--- src/hdl/assert_macros.svh ---
// Assertion macros shared by the least common multiple unit.
// Both expect signals clk and arst_n in the scope where they are used.
`ifndef ASSERT_MACROS_SVH
`define ASSERT_MACROS_SVH

// Same-cycle implication, disabled while in reset.
`define LCM_ASSERT_NOW(lbl, ante, cons, msg) \
	lbl: assert property (@(posedge clk) disable iff (!arst_n) (ante) |-> (cons)) \
		else $error(msg);

// Next-cycle implication, disabled while in reset.
`define LCM_ASSERT_NEXT(lbl, ante, cons, msg) \
	lbl: assert property (@(posedge clk) disable iff (!arst_n) (ante) |=> (cons)) \
		else $error(msg);

`endif

--- src/hdl/lcm_pkg.sv ---
// Package for the least common multiple unit: widths, FSM states, datapath commands
// and the status bundle. No dependencies.
`default_nettype none
package lcm_pkg;
	localparam int WIDTH   = 32;
	localparam int FIELD_W = 32;
	localparam int CNT_W   = $clog2(WIDTH);

	typedef logic [WIDTH-1:0]   word_t;
	typedef logic [FIELD_W-1:0] field_t;
	typedef logic [CNT_W-1:0]   cnt_t;

	typedef enum logic [2:0] {
		ST_IDLE, ST_TWOS, ST_ODDX, ST_GCD, ST_DIV, ST_MULI, ST_MUL, ST_DONE
	} state_t;

	typedef enum logic [3:0] {
		CMD_NONE, CMD_LOAD, CMD_TWOS, CMD_ODDX, CMD_GCD,
		CMD_DIVI, CMD_DIV, CMD_MULI, CMD_MUL, CMD_FINISH
	} cmd_t;

	typedef struct packed {
		logic op_zero;
		logic both_even;
		logic x_even;
		logic y_zero;
		logic cnt_last;
	} status_t;
endpackage
`default_nettype wire

--- src/hdl/lcm_in_if.sv ---
// Operand channel: valid/ready handshake carrying the two operands.
// Depends on lcm_pkg.
`default_nettype none
interface lcm_in_if
	import lcm_pkg::*;
();
	logic   valid;
	logic   ready;
	field_t first_value;
	field_t second_value;

	modport source (output valid, output first_value, output second_value, input ready);
	modport sink   (input valid, input first_value, input second_value, output ready);
endinterface
`default_nettype wire

--- src/hdl/lcm_out_if.sv ---
// Result channel: valid/ready handshake carrying the multiple and the overflow flag.
// Depends on lcm_pkg.
`default_nettype none
interface lcm_out_if
	import lcm_pkg::*;
();
	logic   valid;
	logic   ready;
	field_t multiple;
	logic   overflow;

	modport source (output valid, output multiple, output overflow, input ready);
	modport sink   (input valid, input multiple, input overflow, output ready);
endinterface
`default_nettype wire

--- src/hdl/lcm_datapath.sv ---
// Datapath of the least common multiple unit: binary GCD, restoring divider,
// shift-add multiplier and result register. Depends on lcm_pkg.
`default_nettype none
module lcm_datapath
	import lcm_pkg::*;
(
	input  wire logic    clk,
	input  wire logic    arst_n,
	input  wire cmd_t    cmd,
	input  wire field_t  first_value,
	input  wire field_t  second_value,
	output status_t      status,
	output field_t       multiple,
	output logic         overflow
);
	word_t  a_q, b_q, x_q, y_q, rem_q;
	cnt_t   twos_q, cnt_q;
	field_t multiple_q;
	logic   overflow_q;

	logic [WIDTH:0] trial, diff, sum;
	logic           ge;

	always_comb begin
		trial = {rem_q, x_q[WIDTH-1]};
		diff  = trial - {1'b0, y_q};
		ge    = trial >= {1'b0, y_q};
		sum   = {1'b0, rem_q} + (x_q[0] ? {1'b0, b_q} : '0);
	end

	always_comb begin
		status.op_zero   = (a_q == '0) || (b_q == '0);
		status.both_even = !x_q[0] && !y_q[0];
		status.x_even    = !x_q[0];
		status.y_zero    = y_q == '0;
		status.cnt_last  = cnt_q == CNT_W'(WIDTH - 1);
	end

	always_ff @(posedge clk) begin
		unique case (cmd)
			CMD_LOAD: begin
				a_q    <= WIDTH'(first_value);
				b_q    <= WIDTH'(second_value);
				x_q    <= WIDTH'(first_value);
				y_q    <= WIDTH'(second_value);
				twos_q <= '0;
			end
			CMD_TWOS: begin
				x_q    <= x_q >> 1;
				y_q    <= y_q >> 1;
				twos_q <= twos_q + 1'b1;
			end
			CMD_ODDX: x_q <= x_q >> 1;
			CMD_GCD: begin
				if (!y_q[0]) begin
					y_q <= y_q >> 1;
				end else if (x_q > y_q) begin
					x_q <= y_q;
					y_q <= x_q - y_q;
				end else begin
					y_q <= y_q - x_q;
				end
			end
			CMD_DIVI: begin
				y_q   <= x_q << twos_q;
				x_q   <= a_q;
				rem_q <= '0;
				cnt_q <= '0;
			end
			CMD_DIV: begin
				rem_q <= ge ? diff[WIDTH-1:0] : trial[WIDTH-1:0];
				x_q   <= {x_q[WIDTH-2:0], ge};
				cnt_q <= cnt_q + 1'b1;
			end
			CMD_MULI: begin
				rem_q <= '0;
				cnt_q <= '0;
			end
			CMD_MUL: begin
				rem_q <= sum[WIDTH:1];
				x_q   <= {sum[0], x_q[WIDTH-1:1]};
				cnt_q <= cnt_q + 1'b1;
			end
			default: begin
			end
		endcase
	end

	always_ff @(posedge clk or negedge arst_n) begin
		if (!arst_n) begin
			multiple_q <= '0;
			overflow_q <= 1'b0;
		end else if (cmd == CMD_FINISH) begin
			if (status.op_zero) begin
				multiple_q <= '0;
				overflow_q <= 1'b0;
			end else if (rem_q != '0) begin
				multiple_q <= '0;
				overflow_q <= 1'b1;
			end else begin
				multiple_q <= FIELD_W'(x_q);
				overflow_q <= 1'b0;
			end
		end
	end

	assign multiple = multiple_q;
	assign overflow = overflow_q;
endmodule
`default_nettype wire

--- src/hdl/lcm_ctrl.sv ---
// Controller of the least common multiple unit: sequences the datapath and owns
// the handshakes. Depends on lcm_pkg and assert_macros.svh.
`default_nettype none
`include "assert_macros.svh"
module lcm_ctrl
	import lcm_pkg::*;
(
	input  wire logic    clk,
	input  wire logic    arst_n,
	input  wire logic    in_valid,
	output logic         in_ready,
	output logic         out_valid,
	input  wire logic    out_ready,
	input  wire status_t status,
	output cmd_t         cmd
);
	state_t state_q, state_d;
	logic   out_valid_q;
	logic   out_free;
	logic   in_xfer;

	assign out_free = !out_valid_q || out_ready;
	assign in_xfer  = in_valid && in_ready;

	always_ff @(posedge clk or negedge arst_n) begin
		if (!arst_n) begin
			state_q <= ST_IDLE;
		end else begin
			state_q <= state_d;
		end
	end

	always_comb begin
		state_d  = state_q;
		cmd      = CMD_NONE;
		in_ready = 1'b0;
		unique case (state_q)
			ST_IDLE: begin
				in_ready = 1'b1;
				if (in_valid) begin
					cmd     = CMD_LOAD;
					state_d = ST_TWOS;
				end
			end
			ST_TWOS: begin
				priority if (status.op_zero) begin
					state_d = ST_DONE;
				end else if (status.both_even) begin
					cmd = CMD_TWOS;
				end else begin
					state_d = ST_ODDX;
				end
			end
			ST_ODDX: begin
				if (status.x_even) begin
					cmd = CMD_ODDX;
				end else begin
					state_d = ST_GCD;
				end
			end
			ST_GCD: begin
				if (status.y_zero) begin
					cmd     = CMD_DIVI;
					state_d = ST_DIV;
				end else begin
					cmd = CMD_GCD;
				end
			end
			ST_DIV: begin
				cmd = CMD_DIV;
				if (status.cnt_last) begin
					state_d = ST_MULI;
				end
			end
			ST_MULI: begin
				cmd     = CMD_MULI;
				state_d = ST_MUL;
			end
			ST_MUL: begin
				cmd = CMD_MUL;
				if (status.cnt_last) begin
					state_d = ST_DONE;
				end
			end
			ST_DONE: begin
				if (out_free) begin
					cmd     = CMD_FINISH;
					state_d = ST_IDLE;
				end
			end
			default: state_d = ST_IDLE;
		endcase
	end

	always_ff @(posedge clk or negedge arst_n) begin
		if (!arst_n) begin
			out_valid_q <= 1'b0;
		end else if (cmd == CMD_FINISH) begin
			out_valid_q <= 1'b1;
		end else if (out_ready) begin
			out_valid_q <= 1'b0;
		end
	end

	assign out_valid = out_valid_q;

	`LCM_ASSERT_NEXT(a_load_starts, in_xfer, state_q == ST_TWOS, "transfer did not start GCD")
	`LCM_ASSERT_NOW(a_result_from_done, $rose(out_valid_q), $past(state_q) == ST_DONE, "result raised outside done")
	`LCM_ASSERT_NEXT(a_mul_ends, (state_q == ST_MUL) && status.cnt_last, state_q == ST_DONE, "multiply overran")
endmodule
`default_nettype wire

--- src/hdl/least_common_multiple_unit.sv ---
// Top level of the least common multiple unit: joins controller and datapath to the
// operand and result channels. Depends on lcm_pkg, lcm_in_if, lcm_out_if, lcm_ctrl, lcm_datapath.
//
//   channel    dir   payload
//   operands   in    first_value[31:0], second_value[31:0]
//   result     out   multiple[31:0], overflow
//
// One item at a time. Each item runs the twos, odd-part and GCD shift-subtract loops,
// then the restoring divide and the shift-add multiply, then a finish step that writes
// the result register. A zero operand skips the loops and goes straight to the finish.
// The result register lets the next item be taken while a result still waits; a second
// finished item holds in the done state until the waiting result transfers.
// Reset clears the controller and the result valid.
`default_nettype none
module least_common_multiple_unit
	import lcm_pkg::*;
(
	input  wire logic clk,
	input  wire logic arst_n,
	lcm_in_if.sink    operands,
	lcm_out_if.source result
);
	cmd_t    cmd;
	status_t status;
	logic    in_ready;
	logic    out_valid;
	field_t  multiple;
	logic    overflow;

	lcm_ctrl u_ctrl (
		.clk       (clk),
		.arst_n    (arst_n),
		.in_valid  (operands.valid),
		.in_ready  (in_ready),
		.out_valid (out_valid),
		.out_ready (result.ready),
		.status    (status),
		.cmd       (cmd)
	);

	lcm_datapath u_datapath (
		.clk          (clk),
		.arst_n       (arst_n),
		.cmd          (cmd),
		.first_value  (operands.first_value),
		.second_value (operands.second_value),
		.status       (status),
		.multiple     (multiple),
		.overflow     (overflow)
	);

	assign operands.ready  = in_ready;
	assign result.valid    = out_valid;
	assign result.multiple = multiple;
	assign result.overflow = overflow;
endmodule
`default_nettype wire

--- src/flat_wrapper.sv ---
// flat-port wrapper written by rule: the top's interface ports become plain ports
module least_common_multiple_unit_flat import lcm_pkg::*;
  (clk, arst_n, operands_valid, operands_first_value, operands_second_value, operands_ready, result_valid, result_multiple, result_overflow, result_ready);
  lcm_in_if operands_i ();
  lcm_out_if result_i ();
  input  wire logic clk;
  input  wire logic arst_n;
  input wire logic [$bits(operands_i.valid)-1:0] operands_valid;
  input wire logic [$bits(operands_i.first_value)-1:0] operands_first_value;
  input wire logic [$bits(operands_i.second_value)-1:0] operands_second_value;
  output wire logic [$bits(operands_i.ready)-1:0] operands_ready;
  output wire logic [$bits(result_i.valid)-1:0] result_valid;
  output wire logic [$bits(result_i.multiple)-1:0] result_multiple;
  output wire logic [$bits(result_i.overflow)-1:0] result_overflow;
  input wire logic [$bits(result_i.ready)-1:0] result_ready;
  assign operands_i.valid = operands_valid;
  assign operands_i.first_value = operands_first_value;
  assign operands_i.second_value = operands_second_value;
  assign operands_ready = operands_i.ready;
  assign result_valid = result_i.valid;
  assign result_multiple = result_i.multiple;
  assign result_overflow = result_i.overflow;
  assign result_i.ready = result_ready;
  least_common_multiple_unit u_core (.clk(clk), .arst_n(arst_n), .operands(operands_i), .result(result_i));
endmodule
--- config.mk ---
export PLATFORM = sky130hd
export DESIGN_NAME = least_common_multiple_unit_flat
export DESIGN_NICKNAME = d
export VERILOG_FILES = /design/src/hdl/lcm_pkg.sv /design/src/hdl/lcm_in_if.sv /design/src/hdl/lcm_out_if.sv /design/src/hdl/lcm_datapath.sv /design/src/hdl/lcm_ctrl.sv /design/src/hdl/least_common_multiple_unit.sv /design/src/flat_wrapper.sv
export VERILOG_INCLUDE_DIRS = /design/src /design/src/hdl
export SDC_FILE = /design/constraint.sdc
export NUM_CORES = 1
export LEC_CHECK = 0
export BUFFER_PORTS_ARGS = -buffer_cell sky130_fd_sc_hd__buf_2
export CAP_MARGIN = 10
export CORE_MARGIN = 10
export CORE_UTILIZATION = 63
export DETAILED_ROUTE_END_ITERATION = 10
export PLACE_DENSITY = 0.85
export SYNTH_ARGS = -nofsm -noshare
export SYNTH_HDL_FRONTEND = slang
export SYNTH_SLANG_ARGS = --single-unit
--- constraint.sdc ---
create_clock -name clk -period 5.6 [get_ports clk]
set_clock_uncertainty 0.1 [all_clocks]
set_input_delay 1.12 -clock clk [delete_from_list [all_inputs] [get_ports clk]]
set_output_delay 1.12 -clock clk [all_outputs]
set_load 0.02 [all_outputs]
==> Word-level counts from Yosys, hierarchy flattened <==
Cells that the tools add are included.
{ "totals": {"ff_bits": 207, "input_bits": 68, "output_inout_bits": 35, "wordCells": 102} }
{ "classes": {"addsub": 6, "order_cmp": 2, "n_eq_ne": 26, "shift": 1, "n_mux": 34, "reduce_logical": 22} }
{ "op_table": {"columns": ["cell", "n"], "rows": [
  ["two-way mux 32 bit", 8],
  ["one-hot mux 32 bit (6 select lines)", 1],
  ["one-hot mux 32 bit (4 select lines)", 1],
  ["logical NOT 32 bit", 3],
  ["one-hot mux 32 bit (3 select lines)", 1],
  ["subtractor 32 bit", 3],
  ["adder 32 x 32 -> 33 bit", 1],
  [">= comparator 33 x 32 -> 1 bit", 1],
  ["greater-than comparator 32 bit", 1],
  ["one-hot mux 4 bit (8 select lines)", 1],
  ["nonzero test 32 bit", 1],
  ["left shift 32 x 5 -> 32 bit", 1],
  ["two-way mux 3 bit", 8],
  ["one-hot mux 3 bit (8 select lines)", 1],
  ["one-hot mux 5 bit (2 select lines)", 2],
  ["equality test 4 x 3 -> 1 bit (second input constant)", 4],
  ["equality test 3 bit (second input constant)", 4],
  ["adder 5 x 1 -> 5 bit (second input constant)", 2],
  ["!= test 2 bit (second input constant)", 5],
  ["equality test 4 x 2 -> 1 bit (second input constant)", 2],
  ["equality test 4 bit (second input constant)", 2],
  ["two-way mux 1 bit", 7],
  ["AND reduction 7 bit", 1],
  ["equality test 3 x 2 -> 1 bit (second input constant)", 2],
  ["other kinds (17)", 28]
]} }

==> Longest topological paths before layout <==
{ "logic_depth": {"word_depth": 9, "mapped_depth": 18, "depth_no_buf": 15} }

==> Cells and area by module <==
From an unflattened synthesis, not the netlist that was laid out.
{ "hier_totals": {"cells_unflattened": 1971, "hier_area_um2": 17840.9} }
{ "by_module_without_submodules": {"columns": ["module", "n_inst", "cells_per_inst", "area_per_inst_um2", "seq_area_each_um2"], "rows": [
  ["lcm_datapath", 1, 1928, 17476.8, 5930.7],
  ["lcm_ctrl", 1, 43, 364.1, 100.1]
]} }

==> Worst setup path after synthesis <==
Ideal clock, no wire load.
{ "synth_path": {"kind": "register -> register", "startpoint": "register u_core.u_ctrl.state_q[0]", "endpoint": "register u_core.u_datapath.x_q[0], enable pin", "setup_ns": 0.432, "t_arrival_ns": 4.498, "required_time_ns": 5.068, "path_slack_ns": 0.570, "stages_incl_launch_ff": 10, "n_path_buf": 1, "synth_period_minus_slack_ns": 5.030, "path_cell_list": "dfrtp_1 > clkbuf_1 > nand2_1 > nor2_1 > nand2_1 > nor3_2 > o22ai_1 > o21ba_2 > inv_1 > a21oi_1"} }
{ "synth_between": {"elab_chain_cells": 6, "elab_cells_between_ends": 21, "classes_between": "eq/ne: 16; mux: 1; reduce/logical: 4"} }
{ "synth_lines": {"columns": ["item", "line_no", "rtl"], "rows": [
  ["from (decl)", "lcm_ctrl.sv:17", "state_t state_q, state_d;"],
  ["from (signal assigned)", "lcm_ctrl.sv:29", "state_q <= state_d;"],
  ["equality test 3 bit, or another cell as far along", "lcm_ctrl.sv:37", "unique case (state_q)"],
  ["one-hot mux 4 bit (8 select lines) *", "lcm_ctrl.sv:37", null],
  ["equality test 4 x 2 -> 1 bit", "lcm_datapath.sv:40", "unique case (cmd)"],
  ["OR reduction 2 bit (no source line)", null, null],
  ["nonzero test 6 bit (no source line)", null, null],
  ["AND reduction 3 bit (no source line) *", null, null],
  ["to (signal assigned)", "lcm_datapath.sv:44", "x_q <= WIDTH'(first_value);"],
  ["to (signal assigned)", "lcm_datapath.sv:49", "x_q <= x_q >> 1;"],
  ["to (signal assigned)", "lcm_datapath.sv:53", "CMD_ODDX: x_q <= x_q >> 1;"],
  ["to (decl)", "lcm_datapath.sv:16", "word_t a_q, b_q, x_q, y_q, rem_q;"]
]} }
Every way passes the cells marked *; elsewhere a longest branch is shown, timed or not.
A chain may end at the register's enable or synchronous reset.

==> Worst setup path in the final report <==
{ "layout_path": {"startpoint": "register u_core.u_datapath.y_q[21]", "endpoint": "register u_core.u_datapath.rem_q[12] (data pin)"} }
{ "layout_between": {"elab_chain_cells": 6, "elab_cells_between_ends": 11, "classes_between": "order compare: 1; eq/ne: 4; mux: 4; reduce/logical: 2"} }
{ "layout_lines": {"columns": ["item", "line_no", "rtl"], "rows": [
  ["from (decl)", "lcm_datapath.sv:16", null],
  ["from (signal assigned)", "lcm_datapath.sv:45", "y_q <= WIDTH'(second_value);"],
  ["from (signal assigned)", "lcm_datapath.sv:50", "y_q <= y_q >> 1;"],
  ["from (signal assigned)", "lcm_datapath.sv:56", "y_q <= y_q >> 1;"],
  ["logical NOT 32 bit", "lcm_datapath.sv:35", "status.y_zero = y_q == '0;"],
  ["two-way mux 1 bit", "lcm_ctrl.sv:62", "if (status.y_zero) begin"],
  ["one-hot mux 4 bit (8 select lines)", "lcm_ctrl.sv:37", null],
  ["equality test 4 x 3 -> 1 bit", "lcm_datapath.sv:40", null],
  ["OR reduction 2 bit (no source line)", null, null],
  ["one-hot mux 32 bit (3 select lines) *", "lcm_datapath.sv:40", null],
  ["to (signal assigned)", "lcm_datapath.sv:71", "rem_q <= ge ? diff[WIDTH-1:0] : trial[WIDTH-1:0];"],
  ["to (signal assigned)", "lcm_datapath.sv:80", "rem_q <= sum[WIDTH:1];"],
  ["to (decl)", "lcm_datapath.sv:16", null]
]} }
Marks and branches as above.

==> flow_summary.yaml <==
hold_path:
  holdCritPathClass: "flip-flop to flip-flop"
  worstHoldPathCells: 2
  hold_end: "u_core.u_datapath.overflow"
  worstHoldStart: "u_core.u_datapath.overflow"
final_layout:
  drive_above_1_share: 0.111
  nets: 2248
  stdcell_area_um2: 19300
  areaGrowthSynthToFinish_pct: 9.44
clock_tree:
  cts_tree: "yes"
  htreeDepth: 1
  cts_inserted_buffers: 25
  cts-root-buf: "clkbuf_16"
  cts_setup_buffers: 0
  cts_buffer_depth: 3
  clk_pin_slew_ps: 60
  cts.sinks: 207
  postCtsHoldBufs: 0
  cts-resized-gates: 0
  clock_latency_ps: 570
synth:
  yosys_warnings: 0
  synthAdderAreaFrac: 0.0975
  synth_cell_types: 83
  syn_area_um2: 17600
  synth_commonest_cells: "189 x a21oi_1, 179 x nand2_1, 170 x edfxtp_1"
  syn_inst: 1997
  synth_most_common_cell: "a21oi_1"
  synth-compound-area-share: 0.265
  synth_edf_count: 170
  synthXorXnorAreaFrac: 0.0422
  synth-seq-cells: 207
  syn_nets: 2200
  synth_mux_area_frac: 0.0505
  syn_area_per_cell_um2: 8.83
  yosys.area_share.simple: 0.152
  yosysSeqAreaShare: 0.342
  yosysTopAreaCell: "edfxtp_1"
  yosys.area.top_type_share: 0.290
  synth_ff_type: "edfxtp_1"
  synthArstFlopShare: 0.179
  synth_top_family_by_area: "compound AO/OA/AOI/OAI gates"
  synth_top_cells_by_area: "edfxtp_1 29%, ha_1 9.3%, a21oi_1 5.4%"
detailed_routing:
  num_vias: 17700
  wl_um: 70200
  drt-wirelength-per-cell_um: 28.8
  dr.pass1.iters: 7
  drc_errors: 0
  routed_via_density: 7.26
  ant_nets: 0
  drtIter0Drc: 2854
timing:
  rsz0062_at_grt: "false"
  fin_tns_setup_ps: 0
  period_share: 0.824
  maxSlewHeadroom: 0.276
  timing.fmax_ghz: 0.217
  drv_slew: 0
  finalCriticalPeriod_ps: 4610
  layout_setup_ws_ps: 985
  setup_violations: 0
  tightest_slew_ps: 1080
  finalHoldViolCount: 0
flow_run:
  maxCapViolations: 0
grt:
  grt_use_total: 0.381
  grt_max_degree: 65
  antenna_found_initial: 3
  grt_pass1_vias: 16900
  grt_overflow: 0
  grt_pass1_wl_um: 104000
placed_design:
  place_ws_ps: 1190
  place_area_um2: 18400
  dp_hpwl_um: 52500
  finalWeightedCongestion: 1.12
  port_buffers: 102
critical_path:
  cp.arrival_ps: 4900
  worstSetupStartpointType: "flip-flop"
  path_cells: "inv_1, ha_1, inv_1, or3_1, nor4_1, a211o_1, or2_1, o31ai_2, o311ai_4, buf_4, and2_1, a22oi_1, o21ai_0"
  worst-path-buf-inv: 3
  critical-path-top-delay-family: "simple AND/OR/NAND/NOR gates"
  cp.depth: 13
  crit_slowest_cell: "o311ai_4"
  r2r-end: "u_core.u_datapath.rem_q[12]"
  cp-end-kind: "flip-flop"
  rrSetupSlack_ps: 990
  crit_fanout: 28
  path_class: "flip-flop to flip-flop"
  cp.required_ps: 5890
  max_stage_delay_ps: 630
  crit_top_cell: "inv_1"
  r2r_start: "u_core.u_datapath.y_q[21]"
  reg2reg_depth: 13
die:
  ios: 103
  fp-row-count: 61
  die_h_um: 187
  core_um2: 27700
  die_x_um: 187
  start_util: 0.636
  dieArea_um2: 35100
run_status:
  outcome: "complete, no violations"
flip-flops by register name, summed over array words and instances (netlist names):
signal,flops
u_core.u_datapath.b_q,32
u_core.u_ctrl.out_valid,1
u_core.u_datapath.rem_q,32
u_core.u_datapath.twos_q,5
u_core.u_datapath.overflow,1
u_core.u_ctrl.state_q,3
u_core.u_datapath.a_q,32
u_core.u_datapath.y_q,32
u_core.u_datapath.multiple,32
u_core.u_datapath.cnt_q,5
u_core.u_datapath.x_q,32
worst max-delay path by stage:
| stage | start | endpoint | slack, ps |
|---|---|---|---|
| finish | u_core.u_datapath.y_q[21] | u_core.u_datapath.rem_q[12] | 990 |
| global route | u_core.u_datapath.y_q[21] | u_core.u_datapath.rem_q[3] | 860 |
| CTS | u_core.u_datapath.y_q[21] | u_core.u_datapath.rem_q[12] | 1150 |
| detailed placement | u_core.u_datapath.y_q[21] | u_core.u_datapath.rem_q[12] | 1190 |
| global placement | u_core.u_datapath.y_q[1] | u_core.u_datapath.rem_q[28] | 1260 |
| floorplan | u_core.u_ctrl.state_q[0] | u_core.u_datapath.x_q[0] | 570 |
layout by cell type, fill, tap and decap left out, types with 11 or more instances in the layout:
cell type,instances
xor2_1,33
a22oi_1,17
dfrtp_1,37
inv_1,98
o21ai_0,164
o221ai_1,17
o21a_1,23
o22ai_1,32
nand2b_1,19
nor4_1,34
a22o_1,38
a31oi_1,19
mux4_2,12
nand2_1,179
a221o_1,14
a21o_1,63
nor2_1,154
edfxtp_1,170
nand4_1,25
clkbuf_16,25
a211oi_1,21
buf_2,102
nor2b_1,18
and2_1,42
o21bai_1,11
a21oi_1,188
nor3_1,21
buf_4,34
xnor2_1,52
a221oi_1,28
mux2i_1,54
or3_1,18
nand3_1,27
ha_1,131
per-stage QoR:
step / hold slack (ps) / instances / utilization
detailed placement: 370 / 2396 / 0.664
CTS: 390 / 2440 / 0.696
floorplan: 453 / 1997 / -
global placement: 367 / 2396 / 0.664
global route: 419 / 2440 / 0.696
finish: 387 / 2442 / 0.696
cell type report:
class,count,area (um2)
inverter,100,375
timing repair buffer,136,766
clock inverter,17,244
fill,2182,8420
tap,378,473
multi-input combinational,1575,10800
antenna,2,5.00
sequential,207,6030
clock buffer,27,643
metal layers:
| layer | vias to the layer above | wire length, um | part of all wire | GRT usage |
|---|---|---|---|---|
| met5 | - | 13 | 0.00019 | 0 |
| met4 | 2 | 5480 | 0.078 | 0.237 |
| met3 | 336 | 9250 | 0.13 | 0.0949 |
| met2 | 1476 | 30400 | 0.43 | 0.589 |
| met1 | 8322 | 25100 | 0.36 | 0.471 |
| li1 | 7604 | - | - | - |
tightest hold or removal path, stage by stage (launching register included):
cell	delay (ps)
dfrtp_1	350
nand2_1	50
o31ai_1	60
cell families after synthesis:
logic type | count (synthesis)
AOI/OAI and AO/OA | 714
and+or+nand+nor | 568
buffers and inverters | 215
DFF | 207
adders and majority gates | 135
xor gates and xnor gates | 85
muxes | 73
Power is left out: the tool's default activity adds up to more than one toggle a clock period on the data nets, which glitch-free logic cannot reach.
